<file path="config.mk">
export PLATFORM = sky130hd
export DESIGN_NAME = rational_arithmetic_unit_flat
export DESIGN_NICKNAME = d
export VERILOG_FILES = /design/src/rtl/rau_pkg.sv /design/src/rtl/rau_in_if.sv /design/src/rtl/rau_out_if.sv /design/src/rtl/rau_reduce.sv /design/src/rtl/rational_arithmetic_unit.sv /design/src/flat_wrapper.sv
export SDC_FILE = /design/constraint.sdc
export NUM_CORES = 2
export LEC_CHECK = 0
export BUFFER_PORTS_ARGS = -buffer_cell sky130_fd_sc_hd__buf_4
export CAP_MARGIN = 20
export CORE_MARGIN = 3
export CORE_UTILIZATION = 35
export DETAILED_ROUTE_END_ITERATION = 12
export GPL_TIMING_DRIVEN = 0
export SLEW_MARGIN = 10
export SYNTH_ARGS = -nofsm -noshare
export SYNTH_HDL_FRONTEND = slang
export SYNTH_SLANG_ARGS = --single-unit
</file>
<file path="constraint.sdc">
create_clock -name i_clk -period 8.6 [get_ports i_clk]
set_input_delay 0.43 -clock i_clk [delete_from_list [all_inputs] [get_ports i_clk]]
set_output_delay 0.43 -clock i_clk [all_outputs]
set_load 0.01 [all_outputs]
</file>
<file path="src/rtl/rau_pkg.sv">
// ----------------------------------------------------------------------------
// rau_pkg
// Shared opcodes, field widths and output range limits of the rational
// arithmetic unit.
// ----------------------------------------------------------------------------
package rau_pkg;

    // field widths of the result word
    localparam int OPC_W     = 4;
    localparam int RES_NUM_W = 32;
    localparam int RES_DEN_W = 31;

    // opcodes
    localparam logic [OPC_W-1:0] OP_ADD = 4'd0;
    localparam logic [OPC_W-1:0] OP_SUB = 4'd1;
    localparam logic [OPC_W-1:0] OP_MUL = 4'd2;
    localparam logic [OPC_W-1:0] OP_DIV = 4'd3;
    localparam logic [OPC_W-1:0] OP_EQ  = 4'd4;
    localparam logic [OPC_W-1:0] OP_NE  = 4'd5;
    localparam logic [OPC_W-1:0] OP_GT  = 4'd6;
    localparam logic [OPC_W-1:0] OP_LT  = 4'd7;
    localparam logic [OPC_W-1:0] OP_GE  = 4'd8;
    localparam logic [OPC_W-1:0] OP_LE  = 4'd9;

    // largest magnitudes that fit the result fields
    localparam logic [63:0] NUM_POS_MAX = 64'h0000_0000_7FFF_FFFF;
    localparam logic [63:0] NUM_NEG_MAX = 64'h0000_0000_8000_0000;
    localparam logic [63:0] DEN_MAX     = 64'h0000_0000_7FFF_FFFF;

endpackage

</file>
<file path="src/rtl/rau_in_if.sv">
// ----------------------------------------------------------------------------
// rau_in_if
// Operand channel: opcode and two fractions, valid/ready handshake.
// ----------------------------------------------------------------------------
interface rau_in_if #(
    parameter int OPERAND_WIDTH = 16
) ();
    logic                            valid;
    logic                            ready;
    logic [rau_pkg::OPC_W-1:0]       opcode;
    logic signed [OPERAND_WIDTH-1:0] a_num;
    logic signed [OPERAND_WIDTH-1:0] a_den;
    logic signed [OPERAND_WIDTH-1:0] b_num;
    logic signed [OPERAND_WIDTH-1:0] b_den;

    modport source (
        output valid, opcode, a_num, a_den, b_num, b_den,
        input  ready
    );

    modport sink (
        input  valid, opcode, a_num, a_den, b_num, b_den,
        output ready
    );
endinterface

</file>
<file path="src/rtl/rau_out_if.sv">
// ----------------------------------------------------------------------------
// rau_out_if
// Result channel: reduced fraction, compare flag and error flag.
// ----------------------------------------------------------------------------
interface rau_out_if ();
    logic                                valid;
    logic                                ready;
    logic signed [rau_pkg::RES_NUM_W-1:0] res_num;
    logic [rau_pkg::RES_DEN_W-1:0]        res_den;
    logic                                cmp_true;
    logic                                error;

    modport source (
        output valid, res_num, res_den, cmp_true, error,
        input  ready
    );

    modport sink (
        input  valid, res_num, res_den, cmp_true, error,
        output ready
    );
endinterface

</file>
<file path="src/rtl/rau_reduce.sv">
// ----------------------------------------------------------------------------
// rau_reduce
// Reduces a magnitude/denominator pair by their greatest common divisor:
// common factors of two are shifted out, a binary gcd loop finds the odd
// part, and a shared restoring divider step forms both quotients together.
// ----------------------------------------------------------------------------
module rau_reduce #(
    parameter int MAG_WIDTH = 32
) (
    input  logic                 i_clk,
    input  logic                 i_rst_n,
    input  logic                 i_start,
    input  logic [MAG_WIDTH-1:0] i_mag,
    input  logic [MAG_WIDTH-1:0] i_den,
    output logic                 o_done,
    output logic [MAG_WIDTH-1:0] o_mag,
    output logic [MAG_WIDTH-1:0] o_den
);
    localparam int CW = $clog2(MAG_WIDTH);

    localparam logic [1:0] R_IDLE = 2'd0;
    localparam logic [1:0] R_TWOS = 2'd1;
    localparam logic [1:0] R_GCD  = 2'd2;
    localparam logic [1:0] R_DIV  = 2'd3;

    logic [1:0]           r_state, n_state;
    logic                 r_done, n_done;
    logic [CW-1:0]        r_cnt;
    logic [MAG_WIDTH-1:0] r_x, r_y;
    logic [MAG_WIDTH-1:0] r_m, r_d;
    logic [MAG_WIDTH-1:0] r_rm, r_rd;

    // gcd step: one compare and one subtract
    logic                 w_xge;
    logic [MAG_WIDTH-1:0] w_dif;

    assign w_xge = (r_x >= r_y);
    assign w_dif = w_xge ? (r_x - r_y) : (r_y - r_x);

    // divider step for both dividends against the same divisor
    logic [MAG_WIDTH:0] w_pm, w_pd, w_sm, w_sd;
    logic               w_qm, w_qd;

    assign w_pm = {r_rm, r_m[MAG_WIDTH-1]};
    assign w_pd = {r_rd, r_d[MAG_WIDTH-1]};
    assign w_sm = w_pm - {1'b0, r_y};
    assign w_sd = w_pd - {1'b0, r_y};
    assign w_qm = ~w_sm[MAG_WIDTH];
    assign w_qd = ~w_sd[MAG_WIDTH];

    // sequencer
    always_comb begin
        n_state = r_state;
        n_done  = 1'b0;
        case (r_state)
            R_IDLE: begin
                if (i_start) begin
                    n_state = R_TWOS;
                end
            end
            R_TWOS: begin
                if (r_x[0] || r_y[0]) begin
                    n_state = R_GCD;
                end
            end
            R_GCD: begin
                if (r_x == '0) begin
                    n_state = R_DIV;
                end
            end
            R_DIV: begin
                if (r_cnt == CW'(MAG_WIDTH - 1)) begin
                    n_state = R_IDLE;
                    n_done  = 1'b1;
                end
            end
            default: begin
                n_state = R_IDLE;
            end
        endcase
    end

    always_ff @(posedge i_clk) begin
        if (!i_rst_n) begin
            r_state <= R_IDLE;
            r_done  <= 1'b0;
        end else begin
            r_state <= n_state;
            r_done  <= n_done;
        end
    end

    // working registers
    always_ff @(posedge i_clk) begin
        case (r_state)
            R_IDLE: begin
                if (i_start) begin
                    r_x <= i_mag;
                    r_y <= i_den;
                end
            end
            R_TWOS: begin
                if (!r_x[0] && !r_y[0]) begin
                    r_x <= r_x >> 1;
                    r_y <= r_y >> 1;
                end else begin
                    r_m <= r_x;
                    r_d <= r_y;
                end
            end
            R_GCD: begin
                if (r_x == '0) begin
                    r_rm  <= '0;
                    r_rd  <= '0;
                    r_cnt <= '0;
                end else if (!r_x[0]) begin
                    r_x <= r_x >> 1;
                end else if (!r_y[0]) begin
                    r_y <= r_y >> 1;
                end else if (w_xge) begin
                    r_x <= w_dif >> 1;
                end else begin
                    r_y <= w_dif >> 1;
                end
            end
            R_DIV: begin
                r_rm  <= w_qm ? w_sm[MAG_WIDTH-1:0] : w_pm[MAG_WIDTH-1:0];
                r_rd  <= w_qd ? w_sd[MAG_WIDTH-1:0] : w_pd[MAG_WIDTH-1:0];
                r_m   <= {r_m[MAG_WIDTH-2:0], w_qm};
                r_d   <= {r_d[MAG_WIDTH-2:0], w_qd};
                r_cnt <= r_cnt + 1'b1;
            end
            default: begin
            end
        endcase
    end

    assign o_done = r_done;
    assign o_mag  = r_m;
    assign o_den  = r_d;

`ifndef SYNTHESIS
    // divisor never collapses to zero once the loop runs
    a_divisor_nonzero: assert property (@(posedge i_clk) disable iff (!i_rst_n)
        (r_state == R_GCD || r_state == R_DIV) |-> (r_y != '0))
        else $error("rau_reduce: gcd divisor reached zero");

    // a new job only starts while idle
    a_start_idle: assert property (@(posedge i_clk) disable iff (!i_rst_n)
        i_start |-> (r_state == R_IDLE))
        else $error("rau_reduce: start while busy");

    // done is a single-cycle pulse
    a_done_pulse: assert property (@(posedge i_clk) disable iff (!i_rst_n)
        o_done |=> !o_done)
        else $error("rau_reduce: done held high");
`endif

endmodule

</file>
<file path="src/rtl/rational_arithmetic_unit.sv">
// Sequence: errors and unused opcodes go from accept straight to the result stage;
// compares run the multiplier steps and the combine stage; add/sub/mul/div also run
// the gcd reducer (shift-out of common twos, binary gcd loop, divider) unless the
// combined magnitude is zero.
// Throughput: one word in flight; the next is accepted once the result is loaded.
// Reset: i_rst_n is synchronous, active low, and clears the sequencer and output valid.
// ----------------------------------------------------------------------------
// rational_arithmetic_unit
// Adds, subtracts, multiplies, divides or compares two fractions; arithmetic
// results are reduced by the gcd with the sign on the numerator.
// ----------------------------------------------------------------------------
module rational_arithmetic_unit #(
    parameter int OPERAND_WIDTH = 16
) (
    input  logic        i_clk,
    input  logic        i_rst_n,
    rau_in_if.sink      i_in,
    rau_out_if.source   o_res
);
    localparam int W = OPERAND_WIDTH;
    localparam int M = 2 * OPERAND_WIDTH;

    localparam logic [2:0] S_IDLE = 3'd0;
    localparam logic [2:0] S_MUL  = 3'd1;
    localparam logic [2:0] S_COMB = 3'd2;
    localparam logic [2:0] S_RED  = 3'd3;
    localparam logic [2:0] S_FIN  = 3'd4;

    // multiplier step codes
    localparam logic [1:0] P_AN_BD = 2'd0;
    localparam logic [1:0] P_BN_AD = 2'd1;
    localparam logic [1:0] P_AD_BD = 2'd2;
    localparam logic [1:0] P_AN_BN = 2'd3;

    logic [2:0]                  r_state, n_state;
    logic [1:0]                  r_step, n_step;
    logic                        r_ovalid, n_ovalid;
    logic [rau_pkg::OPC_W-1:0]   r_op;
    logic [W-1:0]                r_an, r_ad, r_bn, r_bd;
    logic                        r_aneg, r_bneg;
    logic [M-1:0]                r_p [4];
    logic [M-1:0]                r_m, r_d;
    logic                        r_neg, r_cmp, r_err;
    logic signed [rau_pkg::RES_NUM_W-1:0] r_onum;
    logic [rau_pkg::RES_DEN_W-1:0]        r_oden;
    logic                        r_ocmp, r_oerr;

    // operand normalization: sign moves to the numerator
    logic         w_accept;
    logic [W-1:0] w_anm, w_adm, w_bnm, w_bdm;
    logic         w_aneg, w_bneg, w_zero_den, w_div0, w_op_ok;

    assign w_accept = i_in.valid && i_in.ready;
    assign w_anm  = i_in.a_num[W-1] ? (~i_in.a_num + 1'b1) : i_in.a_num;
    assign w_adm  = i_in.a_den[W-1] ? (~i_in.a_den + 1'b1) : i_in.a_den;
    assign w_bnm  = i_in.b_num[W-1] ? (~i_in.b_num + 1'b1) : i_in.b_num;
    assign w_bdm  = i_in.b_den[W-1] ? (~i_in.b_den + 1'b1) : i_in.b_den;
    assign w_aneg = (i_in.a_num != '0) && (i_in.a_num[W-1] ^ i_in.a_den[W-1]);
    assign w_bneg = (i_in.b_num != '0) && (i_in.b_num[W-1] ^ i_in.b_den[W-1]);
    assign w_zero_den = (i_in.a_den == '0) || (i_in.b_den == '0);
    assign w_div0     = (i_in.opcode == rau_pkg::OP_DIV) && (i_in.b_num == '0);
    assign w_op_ok    = (i_in.opcode <= rau_pkg::OP_LE);

    // shared multiplier
    logic [W-1:0] w_ma, w_mb;
    logic [M-1:0] w_prod;

    always_comb begin
        case (r_step)
            P_AN_BD: begin
                w_ma = r_an;
                w_mb = r_bd;
            end
            P_BN_AD: begin
                w_ma = r_bn;
                w_mb = r_ad;
            end
            P_AD_BD: begin
                w_ma = r_ad;
                w_mb = r_bd;
            end
            default: begin
                w_ma = r_an;
                w_mb = r_bn;
            end
        endcase
    end

    assign w_prod = w_ma * w_mb;

    // combine products: add/sub magnitude, mul/div product pick, or exact cross compare
    logic               c_n2, c_ge, c_neg, c_cmp, c_is_cmp, c_reduce;
    logic [M-1:0]       c_mag, c_den;
    logic signed [M:0]  c_pl, c_pr, c_l, c_r;

    assign c_n2 = r_bneg ^ (r_op == rau_pkg::OP_SUB);
    assign c_ge = (r_p[P_AN_BD] >= r_p[P_BN_AD]);
    assign c_pl = {1'b0, r_p[P_AN_BD]};
    assign c_pr = {1'b0, r_p[P_BN_AD]};
    assign c_l  = r_aneg ? -c_pl : c_pl;
    assign c_r  = r_bneg ? -c_pr : c_pr;
    assign c_is_cmp = (r_op >= rau_pkg::OP_EQ);

    always_comb begin
        c_mag = '0;
        c_den = r_p[P_AD_BD];
        c_neg = 1'b0;
        c_cmp = 1'b0;
        case (r_op)
            rau_pkg::OP_ADD, rau_pkg::OP_SUB: begin
                if (r_aneg == c_n2) begin
                    c_mag = r_p[P_AN_BD] + r_p[P_BN_AD];
                    c_neg = r_aneg;
                end else if (c_ge) begin
                    c_mag = r_p[P_AN_BD] - r_p[P_BN_AD];
                    c_neg = r_aneg;
                end else begin
                    c_mag = r_p[P_BN_AD] - r_p[P_AN_BD];
                    c_neg = c_n2;
                end
            end
            rau_pkg::OP_MUL: begin
                c_mag = r_p[P_AN_BN];
                c_neg = r_aneg ^ r_bneg;
            end
            rau_pkg::OP_DIV: begin
                c_mag = r_p[P_AN_BD];
                c_den = r_p[P_BN_AD];
                c_neg = r_aneg ^ r_bneg;
            end
            rau_pkg::OP_EQ: c_cmp = (c_l == c_r);
            rau_pkg::OP_NE: c_cmp = (c_l != c_r);
            rau_pkg::OP_GT: c_cmp = (c_l > c_r);
            rau_pkg::OP_LT: c_cmp = (c_l < c_r);
            rau_pkg::OP_GE: c_cmp = (c_l >= c_r);
            rau_pkg::OP_LE: c_cmp = (c_l <= c_r);
            default: begin
            end
        endcase
    end

    assign c_reduce = !c_is_cmp && (c_mag != '0);

    // gcd reduction
    logic         w_red_start, w_red_done;
    logic [M-1:0] w_red_mag, w_red_den;

    assign w_red_start = (r_state == S_COMB) && c_reduce;

    rau_reduce #(
        .MAG_WIDTH (M)
    ) u_reduce (
        .i_clk   (i_clk),
        .i_rst_n (i_rst_n),
        .i_start (w_red_start),
        .i_mag   (c_mag),
        .i_den   (c_den),
        .o_done  (w_red_done),
        .o_mag   (w_red_mag),
        .o_den   (w_red_den)
    );

    // range check and result formatting
    logic                                f_load, f_ovf, f_err;
    logic [rau_pkg::RES_NUM_W-1:0]       f_num;

    assign f_load = (r_state == S_FIN) && (!r_ovalid || o_res.ready);
    assign f_ovf  = (64'(r_d) > rau_pkg::DEN_MAX) ||
                    (64'(r_m) > (r_neg ? rau_pkg::NUM_NEG_MAX : rau_pkg::NUM_POS_MAX));
    assign f_err  = r_err || f_ovf;
    assign f_num  = rau_pkg::RES_NUM_W'(r_m);

    // sequencer
    always_comb begin
        n_state  = r_state;
        n_step   = r_step;
        n_ovalid = r_ovalid && !o_res.ready;
        case (r_state)
            S_IDLE: begin
                if (w_accept) begin
                    n_step = P_AN_BD;
                    if (w_zero_den || w_div0 || !w_op_ok) begin
                        n_state = S_FIN;
                    end else begin
                        n_state = S_MUL;
                    end
                end
            end
            S_MUL: begin
                n_step = r_step + 1'b1;
                if (r_step == P_AN_BN) begin
                    n_state = S_COMB;
                end
            end
            S_COMB: begin
                n_state = c_reduce ? S_RED : S_FIN;
            end
            S_RED: begin
                if (w_red_done) begin
                    n_state = S_FIN;
                end
            end
            S_FIN: begin
                if (f_load) begin
                    n_state  = S_IDLE;
                    n_ovalid = 1'b1;
                end
            end
            default: begin
                n_state = S_IDLE;
            end
        endcase
    end

    always_ff @(posedge i_clk) begin
        if (!i_rst_n) begin
            r_state  <= S_IDLE;
            r_step   <= P_AN_BD;
            r_ovalid <= 1'b0;
        end else begin
            r_state  <= n_state;
            r_step   <= n_step;
            r_ovalid <= n_ovalid;
        end
    end

    // datapath registers
    always_ff @(posedge i_clk) begin
        case (r_state)
            S_IDLE: begin
                if (w_accept) begin
                    r_op   <= i_in.opcode;
                    r_an   <= w_anm;
                    r_ad   <= w_adm;
                    r_bn   <= w_bnm;
                    r_bd   <= w_bdm;
                    r_aneg <= w_aneg;
                    r_bneg <= w_bneg;
                    r_err  <= w_zero_den || w_div0;
                    r_cmp  <= 1'b0;
                    r_neg  <= 1'b0;
                    r_m    <= '0;
                    r_d    <= M'(1);
                end
            end
            S_MUL: begin
                r_p[r_step] <= w_prod;
            end
            S_COMB: begin
                r_neg <= c_neg;
                r_cmp <= c_cmp;
                r_m   <= '0;
                r_d   <= M'(1);
            end
            S_RED: begin
                if (w_red_done) begin
                    r_m <= w_red_mag;
                    r_d <= w_red_den;
                end
            end
            S_FIN: begin
                if (f_load) begin
                    r_onum <= f_err ? '0 : (r_neg ? -f_num : f_num);
                    r_oden <= f_err ? rau_pkg::RES_DEN_W'(1) : rau_pkg::RES_DEN_W'(r_d);
                    r_ocmp <= r_cmp && !f_err;
                    r_oerr <= f_err;
                end
            end
            default: begin
            end
        endcase
    end

    assign i_in.ready     = (r_state == S_IDLE);
    assign o_res.valid    = r_ovalid;
    assign o_res.res_num  = r_onum;
    assign o_res.res_den  = r_oden;
    assign o_res.cmp_true = r_ocmp;
    assign o_res.error    = r_oerr;

`ifndef SYNTHESIS
    // an error word always carries 0/1 and no compare flag
    a_err_zero: assert property (@(posedge i_clk) disable iff (!i_rst_n)
        (o_res.valid && o_res.error) |->
            (o_res.res_num == '0 && o_res.res_den == rau_pkg::RES_DEN_W'(1) &&
             !o_res.cmp_true))
        else $error("rational_arithmetic_unit: error word not 0/1");

    // denominator of a valid word is never zero
    a_den_nonzero: assert property (@(posedge i_clk) disable iff (!i_rst_n)
        o_res.valid |-> (o_res.res_den != '0))
        else $error("rational_arithmetic_unit: zero result denominator");

    // an accepted word always leaves idle
    a_accept_busy: assert property (@(posedge i_clk) disable iff (!i_rst_n)
        w_accept |=> (r_state != S_IDLE))
        else $error("rational_arithmetic_unit: accept did not start work");

    // reducer finishes only while the sequencer waits on it
    a_red_done: assert property (@(posedge i_clk) disable iff (!i_rst_n)
        w_red_done |-> (r_state == S_RED))
        else $error("rational_arithmetic_unit: stray reducer done");
`endif

endmodule
</file>
<file path="src/flat_wrapper.sv">
// flat-port wrapper written by rule: the top's interface ports become plain ports
module rational_arithmetic_unit_flat 
#(
    parameter int OPERAND_WIDTH = 16
)
  (i_clk, i_rst_n, i_in_valid, i_in_opcode, i_in_a_num, i_in_a_den, i_in_b_num, i_in_b_den, i_in_ready, o_res_valid, o_res_res_num, o_res_res_den, o_res_cmp_true, o_res_error, o_res_ready);
  rau_in_if #(.OPERAND_WIDTH(OPERAND_WIDTH)) i_in_i ();
  rau_out_if o_res_i ();
  input  logic i_clk;
  input  logic i_rst_n;
  input wire logic [$bits(i_in_i.valid)-1:0] i_in_valid;
  input wire logic [$bits(i_in_i.opcode)-1:0] i_in_opcode;
  input wire logic [$bits(i_in_i.a_num)-1:0] i_in_a_num;
  input wire logic [$bits(i_in_i.a_den)-1:0] i_in_a_den;
  input wire logic [$bits(i_in_i.b_num)-1:0] i_in_b_num;
  input wire logic [$bits(i_in_i.b_den)-1:0] i_in_b_den;
  output wire logic [$bits(i_in_i.ready)-1:0] i_in_ready;
  output wire logic [$bits(o_res_i.valid)-1:0] o_res_valid;
  output wire logic [$bits(o_res_i.res_num)-1:0] o_res_res_num;
  output wire logic [$bits(o_res_i.res_den)-1:0] o_res_res_den;
  output wire logic [$bits(o_res_i.cmp_true)-1:0] o_res_cmp_true;
  output wire logic [$bits(o_res_i.error)-1:0] o_res_error;
  input wire logic [$bits(o_res_i.ready)-1:0] o_res_ready;
  assign i_in_i.valid = i_in_valid;
  assign i_in_i.opcode = i_in_opcode;
  assign i_in_i.a_num = i_in_a_num;
  assign i_in_i.a_den = i_in_a_den;
  assign i_in_i.b_num = i_in_b_num;
  assign i_in_i.b_den = i_in_b_den;
  assign i_in_ready = i_in_i.ready;
  assign o_res_valid = o_res_i.valid;
  assign o_res_res_num = o_res_i.res_num;
  assign o_res_res_den = o_res_i.res_den;
  assign o_res_cmp_true = o_res_i.cmp_true;
  assign o_res_error = o_res_i.error;
  assign o_res_i.ready = o_res_ready;
  rational_arithmetic_unit #(.OPERAND_WIDTH(OPERAND_WIDTH)) u_core (.i_clk(i_clk), .i_rst_n(i_rst_n), .i_in(i_in_i), .o_res(o_res_i));
endmodule
</file>
After elaboration in Yosys (flattened, before gate mapping)
Memories as Yosys holds them, arrays and structs flattened.
Cells that the tools add are included.
{"block": "word_totals", "in_bits": 72, "ram_bits": 128, "regBits": 408, "n_memories": 1, "wordCells": 241, "output_inout_bits": 67}
{"block": "op_classes", "reduce_logical": 58, "eq_ne": 39, "order_cmp": 10, "addsub": 16, "n_bitwise": 10, "n_mul": 1, "mux": 72}
{"memory": "u_core.r_p", "words": 4, "width": 32, "rd": 4, "rd_ports_with_merged_regs": 0, "write_ports": 1, "line": "rational_arithmetic_unit.sv:41", "text": "logic [M-1:0] r_p [4];"}
{"op": "2-to-1 mux 32 bit", "count": 27}
{"op": "case mux 32 bit (3 select lines)", "count": 5}
{"op": "case mux 32 bit (2 select lines)", "count": 4}
{"op": "subtractor 32 bit", "count": 4}
{"op": "2-to-1 mux 33 bit", "count": 2}
{"op": "negator 32 -> 33 bit", "count": 2}
{"op": "subtractor 33 x 32 -> 33 bit", "count": 2}
{"op": "adder 16 x 1 -> 16 bit, second input constant", "count": 4}
{"op": "greater-or-equal comparator 32 bit", "count": 2}
{"op": "greater-than comparator 32 x 64 -> 1 bit", "count": 1}
{"op": "inverter 16 bit", "count": 4}
{"op": "case mux 16 bit (2 select lines)", "count": 2}
{"op": "2-to-1 mux 15 bit", "count": 4}
{"op": "zero test 16 bit", "count": 3}
{"op": "equality test 33 bit", "count": 1}
{"op": "greater-or-equal comparator 33 bit", "count": 1}
{"op": "greater-than comparator 33 bit", "count": 1}
{"op": "<= comparator 33 bit", "count": 1}
{"op": "less-than comparator 33 bit", "count": 1}
{"op": "!= test 33 bit", "count": 1}
{"op": "adder 32 bit", "count": 1}
{"op": "greater-than comparator 32 x 31 -> 1 bit, second input constant", "count": 1}
{"op": "zero test 32 bit", "count": 1}
{"op": "multiplier 16 x 16 -> 32 bit", "count": 1}
{"op": "47 further kinds", "count": 130}

Depth between registers and ports, before layout
{"block": "logic_depth", "word_depth": 10, "mapped_depth": 35}

By module
A second synthesis with hierarchy kept.
{"block": "hier_totals", "hier_cells": 5063, "hier_area_um2": 47250.3}
{"module": "rational_arithmetic_unit", "area_each_um2": 31152.4, "seq_area_each_um2": 10029.6, "cells_per_inst": 3261, "n_inst": 1}
{"module": "rau_reduce", "area_each_um2": 16097.9, "seq_area_each_um2": 5975.7, "cells_per_inst": 1802, "n_inst": 1}

Worst setup path after synthesis
No wires, ideal clock.
{"block": "synth_path", "kind": "flip-flop to flip-flop", "start": "register u_core.r_step[0]", "end": "memory u_core.r_p[0][31] (netlist bit), data pin", "path_buffers": 3, "period_less_slack_ns": 8.364, "path_slack_ns": 0.236, "arrival_ns": 8.092, "setup_ns": 0.272, "path_stages_with_launch": 35, "cell_sequence": "dfxtp_1 inv_1 ha_1 clkbuf_1 or2_2 clkbuf_1 a22oi_1 nor2_1 a21oi_1 clkbuf_1 nor2_1 fa_1 inv_1 fa_1 fa_1 inv_1 fa_1 fa_1 inv_1 fa_1 inv_1 ha_1 a21o_1 a21o_1 a21oi_1 o21bai_1 a21oi_1 o221ai_1 o41a_1 a21o_1 a21oi_1 nor2b_1 o41a_1 a221o_1 xnor2_1"}
{"block": "synth_between", "elab_chain_cells": 4, "word_cells_on_any_way": 7, "classes_between": "mul: 1; eq/ne: 2; mux: 2; reduce/logical: 2"}
{"item": "from (decl)", "line": "rational_arithmetic_unit.sv:36", "text": "logic [1:0] r_step, n_step;"}
{"item": "from (signal assigned)", "line": "rational_arithmetic_unit.sv:222", "text": "r_step <= n_step;"}
{"item": "equality test 2 bit / zero test 2 bit (equally long branches)", "line": "rational_arithmetic_unit.sv:69", "text": "case (r_step)"}
{"item": "OR reduction 2 bit (no source line)"}
{"item": "case mux 16 bit (2 select lines)", "line": "rational_arithmetic_unit.sv:69"}
{"item": "multiplier 16 x 16 -> 32 bit (*)", "line": "rational_arithmetic_unit.sv:89", "text": "assign w_prod = w_ma * w_mb;"}
{"item": "via u_core.w_prod[31]", "line": "rational_arithmetic_unit.sv:66", "text": "logic [M-1:0] w_prod;"}
{"item": "to (decl)", "line": "rational_arithmetic_unit.sv:41"}
Mark *: on every way through the listed nets, which the timed path passes. The rest lies on a longest branch.

Worst setup path after layout
{"block": "layout_path", "start": "register u_core.r_step[0]", "end": "memory u_core.r_p[1][31] (netlist bit), data pin"}
Same word-level chain as after synthesis.

==> results.txt <==
----------------------------------------------------
[STA]
  Endpoints failing hold ... 0
  Maximum clock frequency ... about 0.12 GHz
  Worst slew margin relative to its limit ... a little under a quarter
  Final Critical Period ... 8.377 ns
  Final period util ... between 90% and 100%
  Total setup violations reported at the end of the flow ... 0
  Final worst clock skew ... 0.05341 ns
  Fin. max-slew vios ... 0
  Final worst slack ... roughly 0.22 ns
  Worst-Margin Slew ... approximately 1.1 ns

[Global routing]
  Number of global-route vias before repair ... ~37000
  Pin count of the biggest net entering global routing ... 72
  Met1 routing resource usage after global routing ... slightly below 30%
  Met2 Track Usage GR ... 36.14%
  GR Util All Layers ... around 22%
  Wire length of the first global-routing pass ... between 200000 and 250000 µm
  Antenna violations before repair ... 4
  Global-route congestion overflow total ... 0
  Routing layer with the top usage in global route ... met2
  Fraction of met3 tracks used by global routing ... around 3.3%

[Floorplan]
  Row cnt ... about 130
  Die Y ... roughly 370 µm
  Width of the chip ... 369.4 µm
  Initial Util ... between 30% and 40%
  Number of top-level pins ... between 100 and 150
  Overall die area ... around 0.14 mm²
  Core outline area ... between 0.1 and 0.15 mm²

[Setup path]
  Required arrival time at the worst endpoint ... between 8 and 9 ns
  Most frequent cell on the critical path ... fa_1
  Buffer and inverter count on the worst path ... 8
  Depth of the worst register-to-register path ... 33
  Setup CP Type ... flip-flop to flip-flop
  Reg-to-Reg End ... u_core.r_p[1][31]
  Worst reg2reg setup slack ... around 0.22 ns
  Origin of the critical flop-to-flop path ... u_core.r_step[0]
  Category of the worst setup path launch point ... flip-flop
  Critical path fanouts, max ... 7
  Biggest cell delay along the critical path ... between 0.5 and 0.6 ns
  Top delay family on crit path ... adder cells
  Slowest cell on the critical path ... fa_1
  Arrival time at the worst endpoint ... just under 9 ns
  Critical path endpoint category ... flip-flop

[CTS]
  CTS tree ... built
  CTS Sinks ... between 500 and 600
  Buffer depth of the longest clock path ... 3
  CTS H-tree lvls ... 2
  Source-to-sink clock delay at the later pin of the worst-skew pair ... roughly 0.66 ns
  TritonCTS buffer count ... 57
  Clock transition at the register clock pins on the worst setup and hold paths after CTS ... 0.07 ns
  Clock root buffer master ... clkbuf_16

[Yosys]
  Main synth FF type ... edfxtp_1
  Async set-or-reset flop fraction in the synthesized netlist ... 0%
  Synthesized Nets ... between 5000 and 6000
  Netlist cell types ... 88
  Post-synthesis sequential area ratio ... between 30% and 40%
  Yosys warns ... 0
  Post-Synthesis Mean Instance Area ... between 9 and 10 µm²
  Post-synthesis instance area ... 0.04623 mm²
  Number of cells produced by synthesis ... between 4000 and 5000
  Count of flip-flops with a built-in enable after synthesis ... about 530
  Synthesis-stage register bit count ... roughly 540

[Final layout]
  Layout area overhead ... 13.53%
  Net count of the finished layout ... 5815
  Share of cells above drive strength 1 ... a little under 9%
  Number of inserted diodes ... 0
  Filler cells ... around 13000
  Sequential cell area ... approximately 0.016 mm²
  Multi-input gate area ... about 0.028 mm²

[Drt]
  Number of vias in the routed layout ... between 30000 and 40000
  Iteration-0 DRC Markers ... 3723
  Routed wirelength normalized by instance count ... 22.40 µm
  Post-Route WL ... about 160000 µm
  Initial DRT Pass Iterations ... 5
  Number of DRC violations after detailed routing ... 0
  Residual antenna-violating net count after detailed routing ... 0
  Via/cell ratio ... 5.558

[Min path]
  Worst hold stages ... 1
  Class of the most critical hold timing path ... primary input to flip-flop
  Hold endpoint ... u_core.r_ad[0]
  Hold_sp ... i_in_a_den[0]

[Placed design]
  Setup WS pre-CTS ... -1.716 ns
  Count of buffers inserted at the top-level ports ... between 100 and 150
  Last weighted congestion value of the routability-driven placer ... 0.9937
  Detailed placer's ending HPWL ... between 100000 and 150000 µm

[Run]
  Max-capacitance violation count ... 0

[Status]
  Result of the run ... complete, no violations

----------------------------------------------------
==> synthesized netlist by cell type (all sizes together) (8+ instances only) <==
library cell	number	share of area, %
ha	408	11
xnor2	244	4.7
a311oi	8	0.15
a221oi	48	0.91
buf	39	0.49
a21oi	297	3.2
xor2	76	1.4
or4	14	0.23
o41ai	31	0.59
clkbuf	193	1.6
fa	201	8.7
nor2b	66	0.89
nand3	99	1.1
a211o	13	0.25
a21o	124	2.0
a31oi	30	0.41
a211oi	34	0.56
o22ai	9	0.12
a41oi	12	0.23
or2	18	0.24
a22oi	38	0.62
o31ai	49	0.82
dfxtp	9	0.39
and3	87	1.2
o21bai	34	0.55
nor4	33	0.46
nand2b	51	0.69
nand2	469	3.8
nor3	65	0.74
or3	28	0.38
mux2i	78	1.7
o211ai	19	0.31
o221ai	15	0.28
nor2	406	3.3
nand4	52	0.70
inv	453	3.7
o21a	44	0.71
o21ai	307	3.3
and2	53	0.72
edfxtp	527	34
==> per-layer routing <==
layer	share of wire, %	up-vias
li1	-	17920
met1	43	18810
met2	46	1496
met3	7.2	267
met4	4.1	0
met5	0	-
==> how the worst max path moves through the flow <==
stage / from / end / slack (ns) / cells past startpoint
floorplan: u_core.r_step[0] / u_core.r_p[0][31] / 0.24 / 34
global placement: u_core.r_step[0] / u_core.r_p[0][31] / -1.69 / 35
detailed placement: u_core.r_step[0] / u_core.r_p[3][31] / -1.72 / 35
CTS: u_core.r_step[0] / u_core.r_p[3][31] / 0.002 / 29
global route: u_core.r_step[0] / u_core.r_p[3][31] / -0.03 / 31
finish: u_core.r_step[0] / u_core.r_p[1][31] / 0.22 / 33
==> repair_timing <==
item,in CTS,in global routing
pin swaps,5,4
hold buffers,6,0
setup endpoints to repair,52,20
gates resized for setup,110,43
buffers inserted,13,3
hold endpoints to repair,6,0
==> kinds of logic (layout without fill, tap and decap cells) <==
kind of cell             Yosys count  count (layout)  synth area share (%)
AO/OA/AOI/OAI                   1195            1195                 16.83
XOR/XNOR                         320             320                 6.095
adder cells (fa/ha/maj)          609             609                 19.75
buffers and inverters            687             959                 5.751
flip-flops                       536             536                 34.62
multiplexers                      85              85                 1.859
AND/OR/NAND/NOR                 1478            1478                 15.10
==> cells in the final DEF, fill, tap and decap left out, types with 76 or more instances in the layout <==
cell type and instances:
nand3_1 99, a21oi_1 275, xor2_1 76, a21o_1 117, and3_1 86, ha_1 402, nor2_1 404, o21ai_0 283
edfxtp_1 527, inv_1 449, xnor2_1 240, nand2_1 468, mux2i_1 78, clkbuf_1 161, fa_1 201, buf_4 157
==> stage by stage <==
stage | cells | hold WS [ns] | utilization, % | TNS, ns | area [µm²]
floorplan | 4910 | 0.4710 | - | 0 | 46230
global placement | 6787 | 0.4879 | 37.93 | -100.36 | 49420
detailed placement | 6805 | 0.4949 | 38.27 | -39.80 | 49860
CTS | 6921 | 0.0001587 | 40.12 | 0 | 52280
global route | 6924 | 0.007903 | 40.28 | -0.1026 | 52490
finish | 6924 | 0.03826 | 40.28 | 0 | 52490
==> cell type report <==
type                            count  area share (%)
Timing Repair Buffer              176           3.020
Sequential cell                   536           30.50
Clock inverter                     45          0.8892
Tap cell                         1742           4.153
Multi-Input combinational cell   3687           53.43
Inverter                          455           3.259
Clock buffer                       62           2.753
Buffer                            221           1.993
==> sequential cells by signal, summed over array words and instances, names as in the netlist, 16 cells and up <==
register / cells
u_core.r_p: 128
u_core.f_num: 32
u_core.o_res.res_num: 32
u_core.r_d: 32
u_core.u_reduce.o_den: 32
u_core.u_reduce.o_mag: 32
u_core.u_reduce.r_rd: 32
u_core.u_reduce.r_rm: 32
u_core.u_reduce.r_x: 32
u_core.u_reduce.r_y: 32
u_core.o_res.res_den: 31
u_core.r_ad: 16
u_core.r_an: 16
u_core.r_bd: 16
u_core.r_bn: 16
Power is not shown: default switching activity piles up to over one toggle a cycle in this logic, so the estimate is an artifact.
